### src/hdl/utf8d_pkg.sv
package utf8d_pkg;

  localparam int unsigned ByteW = 8;
  localparam int unsigned CpW   = 31;
  localparam int unsigned RemW  = 3;
  localparam int unsigned StW   = 2;

  typedef enum logic [StW-1:0] {
    StOk      = 2'd0,
    StBadLead = 2'd1,
    StBadCont = 2'd2,
    StTrunc   = 2'd3
  } status_e;

  typedef struct packed {
    logic               emit;
    logic [CpW-1:0]     code_point;
    status_e            status;
    logic               eos;
  } result_t;

endpackage

### src/hdl/utf8d_if.sv
interface utf8d_in_if;
  logic                          valid;
  logic                          ready;
  logic [utf8d_pkg::ByteW-1:0]   in_byte;
  logic                          last_byte;

  modport source (output valid, output in_byte, output last_byte, input ready);
  modport sink   (input valid, input in_byte, input last_byte, output ready);
endinterface

interface utf8d_out_if;
  logic                          valid;
  logic                          ready;
  logic [utf8d_pkg::CpW-1:0]     code_point;
  logic [utf8d_pkg::StW-1:0]     status;
  logic                          end_of_string;

  modport source (output valid, output code_point, output status, output end_of_string,
                  input ready);
  modport sink   (input valid, input code_point, input status, input end_of_string,
                  output ready);
endinterface

### src/hdl/utf8_stream_decoder.sv
// UTF-8 stream decoder, extended lead bytes of 1 to 6 bytes, code points up to 31 bits.
// Input channel in_i: one byte per word (in_byte) and last_byte marking the final byte
// of a string. Output channel out_o: code_point, status (ok, bad lead, bad continuation,
// truncated sequence) and end_of_string; code_point is zero on any error status.
// A word goes out when a sequence completes or an error is found; other bytes give none.
// After an error, bytes up to and including the next last_byte are dropped.
// Path: a result is valid on out_o once its byte, held in the input register, advances and
// one decode step fills the output register; a stall on out_o can hold the byte in between.
// Throughput: one byte per clock while out_o is free or the byte produces no word; the
// decode step updates the sequence state each time a byte leaves the input register.
// Stall: when out_o is not ready the result holds in the output register; bytes that
// produce no word keep flowing through the input register, and in_i.ready drops once the
// byte in the input register would also produce a result.
// Reset: rst_ni clears both registers' valid flags and the sequence state, so decoding
// starts at a lead byte with nothing pending.
module utf8_stream_decoder (
  input  logic        clk_i,
  input  logic        rst_ni,
  utf8d_in_if.sink    in_i,
  utf8d_out_if.source out_o
);

  logic                        s1_valid_q;
  logic [utf8d_pkg::ByteW-1:0] s1_byte_q;
  logic                        s1_last_q;
  logic                        out_valid_q;
  logic [utf8d_pkg::CpW-1:0]   out_cp_q;
  logic [utf8d_pkg::StW-1:0]   out_st_q;
  logic                        out_eos_q;
  logic                        out_free;
  logic                        s1_adv;
  logic                        in_acc;
  utf8d_pkg::result_t          res;

  utf8d_core u_core (
    .clk_i     (clk_i),
    .rst_ni    (rst_ni),
    .advance_i (s1_adv),
    .byte_i    (s1_byte_q),
    .last_i    (s1_last_q),
    .res_o     (res)
  );

  assign out_free   = !out_valid_q || out_o.ready;
  assign s1_adv     = s1_valid_q && (!res.emit || out_free);
  assign in_i.ready = !s1_valid_q || s1_adv;
  assign in_acc     = in_i.valid && in_i.ready;

  always_ff @(posedge clk_i or negedge rst_ni) begin
    if (!rst_ni) begin
      s1_valid_q <= 1'b0;
    end else if (in_acc) begin
      s1_valid_q <= 1'b1;
    end else if (s1_adv) begin
      s1_valid_q <= 1'b0;
    end
  end

  always_ff @(posedge clk_i) begin
    if (in_acc) begin
      s1_byte_q <= in_i.in_byte;
      s1_last_q <= in_i.last_byte;
    end
  end

  always_ff @(posedge clk_i or negedge rst_ni) begin
    if (!rst_ni) begin
      out_valid_q <= 1'b0;
    end else if (s1_adv && res.emit) begin
      out_valid_q <= 1'b1;
    end else if (out_o.ready) begin
      out_valid_q <= 1'b0;
    end
  end

  always_ff @(posedge clk_i) begin
    if (s1_adv && res.emit) begin
      out_cp_q  <= res.code_point;
      out_st_q  <= res.status;
      out_eos_q <= res.eos;
    end
  end

  assign out_o.valid         = out_valid_q;
  assign out_o.code_point    = out_cp_q;
  assign out_o.status        = out_st_q;
  assign out_o.end_of_string = out_eos_q;

  a_emit_lands: assert property (@(posedge clk_i) disable iff (!rst_ni)
    s1_adv && res.emit |=> out_valid_q)
    else $error("result lost on its way to the output register");

  a_err_zero_cp: assert property (@(posedge clk_i) disable iff (!rst_ni)
    out_valid_q && out_st_q != utf8d_pkg::StOk |-> out_cp_q == '0)
    else $error("nonzero code point with error status");

  a_s1_holds: assert property (@(posedge clk_i) disable iff (!rst_ni)
    s1_valid_q && !s1_adv |=> s1_valid_q && $stable(s1_byte_q) && $stable(s1_last_q))
    else $error("stalled input byte lost");

endmodule

### src/hdl/utf8d_core.sv
module utf8d_core (
  input  logic                         clk_i,
  input  logic                         rst_ni,
  input  logic                         advance_i,
  input  logic [utf8d_pkg::ByteW-1:0]  byte_i,
  input  logic                         last_i,
  output utf8d_pkg::result_t           res_o
);

  logic [utf8d_pkg::RemW-1:0] rem_q, rem_d, rem_dec;
  logic [utf8d_pkg::CpW-1:0]  part_q, part_d, part_new, lead_bits, cont_bits;
  logic                       disc_q, disc_d;
  logic [utf8d_pkg::RemW-1:0] need;
  logic                       lead_bad;

  always_comb begin
    need      = '0;
    lead_bits = '0;
    lead_bad  = 1'b0;
    case (byte_i) inside
      8'b0???????: need = '0;
      8'b110?????: begin
        need      = 3'd1;
        lead_bits = {20'b0, byte_i[4:0], 6'b0};
      end
      8'b1110????: begin
        need      = 3'd2;
        lead_bits = {15'b0, byte_i[3:0], 12'b0};
      end
      8'b11110???: begin
        need      = 3'd3;
        lead_bits = {10'b0, byte_i[2:0], 18'b0};
      end
      8'b111110??: begin
        need      = 3'd4;
        lead_bits = {5'b0, byte_i[1:0], 24'b0};
      end
      8'b1111110?: begin
        need      = 3'd5;
        lead_bits = {byte_i[0], 30'b0};
      end
      default: lead_bad = 1'b1;
    endcase
  end

  assign rem_dec = rem_q - 3'd1;

  always_comb begin
    case (rem_dec)
      3'd0:    cont_bits = {25'b0, byte_i[5:0]};
      3'd1:    cont_bits = {19'b0, byte_i[5:0], 6'b0};
      3'd2:    cont_bits = {13'b0, byte_i[5:0], 12'b0};
      3'd3:    cont_bits = {7'b0, byte_i[5:0], 18'b0};
      3'd4:    cont_bits = {1'b0, byte_i[5:0], 24'b0};
      default: cont_bits = '0;
    endcase
  end

  assign part_new = part_q | cont_bits;

  always_comb begin
    rem_d              = rem_q;
    part_d             = part_q;
    disc_d             = disc_q;
    res_o.emit         = 1'b0;
    res_o.code_point   = '0;
    res_o.status       = utf8d_pkg::StOk;
    res_o.eos          = last_i;
    if (disc_q) begin
      if (last_i) begin
        disc_d = 1'b0;
      end
    end else if (rem_q == '0) begin
      if (lead_bad) begin
        res_o.emit   = 1'b1;
        res_o.status = utf8d_pkg::StBadLead;
        disc_d       = !last_i;
      end else if (need == '0) begin
        res_o.emit       = 1'b1;
        res_o.code_point = {23'b0, byte_i};
      end else if (last_i) begin
        res_o.emit   = 1'b1;
        res_o.status = utf8d_pkg::StTrunc;
      end else begin
        rem_d  = need;
        part_d = lead_bits;
      end
    end else if (byte_i[7:6] != 2'b10) begin
      res_o.emit   = 1'b1;
      res_o.status = utf8d_pkg::StBadCont;
      rem_d        = '0;
      part_d       = '0;
      disc_d       = !last_i;
    end else if (rem_dec == '0) begin
      res_o.emit       = 1'b1;
      res_o.code_point = part_new;
      rem_d            = '0;
      part_d           = '0;
    end else if (last_i) begin
      res_o.emit   = 1'b1;
      res_o.status = utf8d_pkg::StTrunc;
      rem_d        = '0;
      part_d       = '0;
    end else begin
      rem_d  = rem_dec;
      part_d = part_new;
    end
  end

  always_ff @(posedge clk_i or negedge rst_ni) begin
    if (!rst_ni) begin
      rem_q  <= '0;
      part_q <= '0;
      disc_q <= 1'b0;
    end else if (advance_i) begin
      rem_q  <= rem_d;
      part_q <= part_d;
      disc_q <= disc_d;
    end
  end

  a_last_resets: assert property (@(posedge clk_i) disable iff (!rst_ni)
    advance_i && last_i |=> rem_q == '0 && part_q == '0 && !disc_q)
    else $error("state not cleared after last byte");

  a_idle_part_zero: assert property (@(posedge clk_i) disable iff (!rst_ni)
    rem_q == '0 |-> part_q == '0)
    else $error("partial value left outside a sequence");

  a_disc_no_seq: assert property (@(posedge clk_i) disable iff (!rst_ni)
    disc_q |-> rem_q == '0)
    else $error("sequence open while dropping bytes");

endmodule

### src/flat_wrapper.sv
// flat-port wrapper written by rule: the top's interface ports become plain ports
module utf8_stream_decoder_flat 
  (clk_i, rst_ni, in_i_valid, in_i_in_byte, in_i_last_byte, in_i_ready, out_o_valid, out_o_code_point, out_o_status, out_o_end_of_string, out_o_ready);
  utf8d_in_if in_i_i ();
  utf8d_out_if out_o_i ();
  input  logic clk_i;
  input  logic rst_ni;
  input wire logic [$bits(in_i_i.valid)-1:0] in_i_valid;
  input wire logic [$bits(in_i_i.in_byte)-1:0] in_i_in_byte;
  input wire logic [$bits(in_i_i.last_byte)-1:0] in_i_last_byte;
  output wire logic [$bits(in_i_i.ready)-1:0] in_i_ready;
  output wire logic [$bits(out_o_i.valid)-1:0] out_o_valid;
  output wire logic [$bits(out_o_i.code_point)-1:0] out_o_code_point;
  output wire logic [$bits(out_o_i.status)-1:0] out_o_status;
  output wire logic [$bits(out_o_i.end_of_string)-1:0] out_o_end_of_string;
  input wire logic [$bits(out_o_i.ready)-1:0] out_o_ready;
  assign in_i_i.valid = in_i_valid;
  assign in_i_i.in_byte = in_i_in_byte;
  assign in_i_i.last_byte = in_i_last_byte;
  assign in_i_ready = in_i_i.ready;
  assign out_o_valid = out_o_i.valid;
  assign out_o_code_point = out_o_i.code_point;
  assign out_o_status = out_o_i.status;
  assign out_o_end_of_string = out_o_i.end_of_string;
  assign out_o_i.ready = out_o_ready;
  utf8_stream_decoder u_core (.clk_i(clk_i), .rst_ni(rst_ni), .in_i(in_i_i), .out_o(out_o_i));
endmodule
### config.mk
export PLATFORM = sky130hd
export DESIGN_NAME = utf8_stream_decoder_flat
export DESIGN_NICKNAME = d
export VERILOG_FILES = /design/src/hdl/utf8d_pkg.sv /design/src/hdl/utf8d_if.sv /design/src/hdl/utf8_stream_decoder.sv /design/src/hdl/utf8d_core.sv /design/src/flat_wrapper.sv
export SDC_FILE = /design/constraint.sdc
export NUM_CORES = 1
export LEC_CHECK = 0
export BUFFER_PORTS_ARGS = -buffer_cell sky130_fd_sc_hd__buf_2
export CAP_MARGIN = 20
export CORE_MARGIN = 2
export CORE_UTILIZATION = 52
export DETAILED_ROUTE_END_ITERATION = 8
export GPL_TIMING_DRIVEN = 0
export PLACE_DENSITY_LB_ADDON = 0.12
export SYNTH_ARGS = -nofsm -noshare
export SYNTH_HDL_FRONTEND = slang
export SYNTH_SLANG_ARGS = --single-unit
### constraint.sdc
create_clock -name clk_i -period 6.21 [get_ports clk_i]
set_input_delay 0.3105 -clock clk_i [delete_from_list [all_inputs] [get_ports clk_i]]
set_output_delay 0.3105 -clock clk_i [all_outputs]
set_load 0.01 [all_outputs]
Word-level counts from Yosys, hierarchy flattened --
Cells that the tools add are included.
Cells by class: $add $sub $neg 1, multiply operators 0, divide/modulo/power cells 0, order comparisons 0, equal/unequal tests 13, shifts and indexed selects 0, mux-type cells 58, bitwise operators 2, reduce and logical (&&, ||, !) cells 16
Operator list (count):
- $mux W31 | 15
- $pmux W30 S5 | 1
- $mux W34 | 2
- $mux W3 | 13
- $or A31 B31 Y31 | 1
- $mux W1 | 20
- $mux W8 | 2
- $mux W2 | 5
- $logic_not A3 Y1 | 3
- $ne A2 B2 Y1 const B | 4
- $eq A7 B7 Y1 const B | 1
- $eq A3 B2 Y1 const B | 2
- $eq A3 B3 Y1 const B | 2
- $eq A6 B6 Y1 const B | 1
- $eq A5 B5 Y1 const B | 1
- $reduce_and A5 Y1 | 1
- $eq A4 B4 Y1 const B | 1
- $logic_not A1 Y1 | 4
- $reduce_bool A2 Y1 | 2
- $eq A3 B1 Y1 const B | 1
- $logic_and A1 B1 Y1 | 3
- $logic_or A1 B1 Y1 | 3
- $sub A3 B1 Y3 const B | 1
- $not A1 Y1 | 1
Storage, ports and cells: register bits 80, bits in latches 0, bits in writable memories 0, memory bits (read-only) 0, input port bits 13, output and inout bits 36, logic and storage cells 100, memories kept 0

Depth between registers and ports, before layout --
depth in word-level cells 18, mapped depth 8, gate-level depth less buffers 7

Hierarchy --
A second synthesis with hierarchy kept.
Second synthesis, totals: cell total of the unflattened synthesis 303, area, all modules 3611.0 um^2
By module, submodules not included:
- utf8d_core | instances 1, cells each 250, area each 2202.1 um^2, seq. area each 875.8 um^2
- utf8_stream_decoder | instances 1, cells each 53, area each 1408.9 um^2, seq. area each 1341.3 um^2

Worst setup path after synthesis --
Ideal clock, no wire load.
kind register to register, from register u_core.u_core.rem_q[0] (netlist bit), to register u_core.out_cp_q (netlist bit u_core.out_o.code_point[0]) (enable), library setup time 0.429 ns, arrival time 3.018 ns, data required time 5.781 ns, setup slack 2.763 ns, cell stages (with the launch flop) 7, buffers on the path 0, period minus slack after synthesis 3.447 ns, cells stage by stage dfrtp_1 inv_1 ha_1 xnor2_1 a2111o_1 o211ai_1 nor2b_1
Between the ends: longest elaborated chain between the ends 10, elaborated cells on any way between the ends 11, those cells by class add/sub: 1; mux: 4; reduce/logical: 6
RTL lines:
- start, declared | RTL line utf8d_core.sv:10 | logic [utf8d_pkg::RemW-1:0] rem_q, rem_d, rem_dec;
- start signal, assigned | RTL line utf8d_core.sv:116 | rem_q <= rem_d;
- $sub A3 B1 Y3 | RTL line utf8d_core.sv:46 | assign rem_dec = rem_q - 3'd1;
- $logic_not A3 Y1 | RTL line utf8d_core.sv:94 | end else if (rem_dec == '0) begin
- $mux W1 | RTL line utf8d_core.sv:94
- $mux W1 | RTL line utf8d_core.sv:88 | end else if (byte_i[7:6] != 2'b10) begin
- $mux W34 (*) | RTL line utf8d_core.sv:73 | end else if (rem_q == '0) begin
- $mux W34 (*) | RTL line utf8d_core.sv:69 | if (disc_q) begin
- $logic_not A1 Y1 | RTL line utf8_stream_decoder.sv:45 | assign s1_adv = s1_valid_q && (!res.emit || out_free);
- $logic_or A1 B1 Y1 | RTL line utf8_stream_decoder.sv:45
- $logic_and A1 B1 Y1 | RTL line utf8_stream_decoder.sv:45
- $logic_and A1 B1 Y1 (*) | RTL line utf8_stream_decoder.sv:77 | if (s1_adv && res.emit) begin
- end signal, assigned | RTL line utf8_stream_decoder.sv:78 | out_cp_q <= res.code_point;
- end, declared | RTL line utf8_stream_decoder.sv:27 | logic [utf8d_pkg::CpW-1:0] out_cp_q;
Mark *: on every way between the ends. The rest lies on a longest branch, timed or not. A chain may end at the register's enable or synchronous reset.

Worst setup path in the final report --
from register u_core.u_core.rem_q[0] (netlist bit), to register u_core.s1_byte_q[1] (netlist bit) (enable)
Between the ends: longest elaborated chain between the ends 11, elaborated cells on any way between the ends 12, those cells by class add/sub: 1; mux: 4; reduce/logical: 7
RTL lines:
- $sub A3 B1 Y3 | RTL line utf8d_core.sv:46
- $logic_not A3 Y1 | RTL line utf8d_core.sv:94
- $mux W1 | RTL line utf8d_core.sv:94
- $mux W1 | RTL line utf8d_core.sv:88
- $mux W34 (*) | RTL line utf8d_core.sv:73
- $mux W34 (*) | RTL line utf8d_core.sv:69
- $logic_not A1 Y1 (*) | RTL line utf8_stream_decoder.sv:45
- $logic_or A1 B1 Y1 (*) | RTL line utf8_stream_decoder.sv:45
- $logic_and A1 B1 Y1 (*) | RTL line utf8_stream_decoder.sv:45
- $logic_or A1 B1 Y1 (*) | RTL line utf8_stream_decoder.sv:46 | assign in_i.ready = !s1_valid_q || s1_adv;
- $logic_and A1 B1 Y1 (*) | RTL line utf8_stream_decoder.sv:47 | assign in_acc = in_i.valid && in_i.ready;
- net u_core.in_acc | RTL line utf8_stream_decoder.sv:32 | logic in_acc;
- end signal, assigned | RTL line utf8_stream_decoder.sv:61 | s1_byte_q <= in_i.in_byte;
- end, declared | RTL line utf8_stream_decoder.sv:24 | logic [utf8d_pkg::ByteW-1:0] s1_byte_q;
The timed path passes the listed nets; every way through them passes the cells marked *.

==> impl_metrics.tcl <==
set metrics [dict create \
    fmax_ghz 0.325 \
    synth.avg_cell_area_um2 11.7 \
    crit_type "reg2reg" \
    grt_pass1_wl_um 12700 \
    finalCritPeriodShare 0.496 \
    crit_path_end_kind "flip-flop" \
    critPathArrivalTime_ns 3.07 \
    reg2reg_depth 7 \
    fin_worst_skew_ns 0.0104 \
    period_needed_ns 3.08 \
    fin_util 0.609 \
    clock_sinks 80 \
    synth_warnings 0 \
    rsz0062_at_grt "no" \
    vias 2565 \
    syn-cell-area_um2 3550 \
    finalSetupViolCount 0 \
    ys.flop_type "edfxtp_1" \
    power.density_nw_per_um2 394 \
    cts_tree "built" \
    p_leak_nw 1.64 \
    grt_pass1_vias 2464 \
    yosysUniqueCellTypes 49 \
    seq_area_frac_synth 0.624 \
    post-cts-setup-buffers 0 \
    async_reset_ff_frac 0.463 \
    hpwl_um 5170 \
    ant_nets 0 \
    start_util 0.529 \
    row_count 30 \
    antenna_found_initial 0 \
    htreeDepth 3 \
    wl_per_cell_um 17.3 \
    holdBufCountCts 0 \
    numCtsBuffers 9 \
    synth_edf_count 43 \
    hold_violations 0 \
    critPathLaunch "u_core.u_core.rem_q[0]$_DFFE_PN0P_" \
    tightest_slew_ns 0.961 \
    setup-tns-final_ns 0 \
    grt_max_degree 38 \
    r2r-end "u_core.s1_byte_q[1]$_DFFE_PP_" \
    syn_inst 303 \
    portBuffers 48 \
    synth_fp_nets 321 \
    cts_resized 0 \
    die_area_um2 7510 \
    grt_overflow_total 0 \
    clockBufferDepth 2 \
    n_antenna_cell 0 \
    initialDrtViolationCount 156 \
    clk_pin_slew_ns 0.08 \
    hp-class "in2async" \
    maxSlewViolCount 0 \
    die_h_um 86.7 \
    groute.usage.overall 0.228 \
    worstPathMaxFanout 9 \
    drc 0 \
    root_buffer "clkbuf_8" \
    cap_violations 0 \
    start_kind "flip-flop" \
    yosys_register_bits 80 \
    routed_via_density 5.75 \
    area_growth_pct 15.1 \
    clk_latency_ns 0.35 \
    final_cell_mix "50 x buf_2, 48 x nor2_1, 43 x edfxtp_1, 37 x dfrtp_1, 31 x a21oi_1" \
    num_io_pins 49 \
    dr.pass1.iters 4 \
    drt-total-wl_um 7710 \
    final_common_cell "buf_2" \
    coreArea_um2 6720 \
    slew_headroom 0.358 \
    ff2ff_setup_slack_ns 3.13 \
    status "complete, no violations" \
    dieWidth_um 86.7 \
    ir_drop_mv 0.198 \
    worstReg2RegStart "u_core.u_core.rem_q[0]$_DFFE_PN0P_" \
    nNetsFinal 380 \
    drive_above_1_share 0.213 \
    crit_required_ns 6.20 \
    routabilityCongestion 0.892 \
]
==> flip-flops by register name, indices dropped and copies added (netlist names) <==
signal and count:
u_core.out_o.end_of_string 1, u_core.out_o.status 2, u_core.u_core.rem_q 3, u_core.s1_byte_q 8, u_core.u_core.part_q 31, u_core.u_core.disc_q 1, u_core.out_o.valid 1, u_core.out_o.code_point 31
u_core.s1_valid_q 1, u_core.s1_last_q 1
==> worst max-delay path by stage <==
stage	end	slack, ns
2_1_floorplan	u_core.out_o.code_point[0]$_SDFFCE_PP0P_	2.76
3_5_place_dp	u_core.s1_byte_q[1]$_DFFE_PP_	3.14
6_report	u_core.s1_byte_q[1]$_DFFE_PP_	3.13
4_1_cts	u_core.out_o.code_point[12]$_SDFFCE_PP0P_	3.10
3_3_place_gp	u_core.out_o.code_point[28]$_SDFFCE_PP0P_	1.84
5_1_grt	u_core.s1_byte_q[1]$_DFFE_PP_	2.81
==> critical path, cell delays in order, from the launching register on <==
cell,delay (ns)
dfrtp_1,0.43
inv_1,0.12
ha_1,0.26
nor2b_1,0.45
nand3_1,0.31
o211ai_1,0.43
nor2_1,0.12
nor2b_1,0.61
==> metal layers <==
layer  global-route usage  part of all wire  up-vias  wire [um]
li1                     -                 -     1229          -
met1                0.333              0.47     1249       3640
met2                0.343              0.47       75       3610
met3               0.0314             0.038       12        296
met4               0.0952             0.021        0        159
met5                    0                 0        -          0
==> through the flow <==
| step | power [mW] | hold WS [ns] | std cells | worst slack [ns] | instance area [um2] |
|---|---|---|---|---|---|
| final | 1.61 | 0.0618 | 446 | 3.13 | 4090 |
| after global routing | 1.71 | 0.113 | 446 | 2.81 | 4090 |
| after CTS | 1.62 | 0.0744 | 446 | 3.10 | 4090 |
| after detailed placement | 1.24 | 0.452 | 431 | 3.14 | 3900 |
| after global placement | 1.23 | 0.432 | 431 | 1.84 | 3890 |
| after floorplan | 1.08 | 0.0149 | 303 | 2.76 | 3550 |
==> where the power goes <==
group / leakage (nW) / switching [mW] / internal [mW]
logic: 0.627 / 0.337 / 0.175
clock network: 0.0928 / 0.183 / 0.193
registers: 0.919 / 0.0428 / 0.680
==> cell type report <==
type	instances	area, um2
repair buffers	48	240
plain buffers	22	100
multi-input cells	193	1210
inverters	8	30.0
clock inverters	4	46.3
well taps	80	100
flip-flops and latches	80	2220
fillers	556	2630
clock buffers	11	141
==> cells by family (layout without fill, tap and decap cells) <==
family,count (synthesis),in the layout,share of synthesized area
muxes,1,1,0.00317
buffers and inverters,30,93,0.0366
xor gates and xnor gates,2,2,0.00493
adders and majority gates,5,5,0.0176
AOI/OAI and AO/OA,93,93,0.188
DFF,80,80,0.624
and+or+nand+nor,92,92,0.126
==> cells in the mapped netlist (2+ instances only) <==
master | number | share of area
nor3_1 | 2 | 0.0028
ha_1 | 5 | 0.018
nand4_1 | 2 | 0.0035
a2111oi_2 | 2 | 0.0084
o21a_1 | 2 | 0.0042
dfrtp_1 | 37 | 0.26
nor2_1 | 48 | 0.051
or3_1 | 2 | 0.0035
nor2b_1 | 4 | 0.0070
buf_2 | 2 | 0.0028
o211ai_1 | 3 | 0.0063
nor3b_1 | 2 | 0.0042
buf_4 | 2 | 0.0042
a21oi_1 | 31 | 0.044
a41oi_1 | 10 | 0.025
a22o_1 | 14 | 0.034
a211oi_1 | 2 | 0.0042
o21ai_0 | 9 | 0.013
inv_1 | 8 | 0.0084
nand2b_1 | 5 | 0.0088
o22ai_1 | 2 | 0.0035
nand3_1 | 2 | 0.0028
nand2_1 | 7 | 0.0074
a2bb2oi_1 | 3 | 0.0074
a22oi_1 | 6 | 0.013
clkbuf_1 | 16 | 0.017
edfxtp_1 | 43 | 0.36
and2_1 | 11 | 0.019
Note: power is estimated with default switching activity, not from simulation.
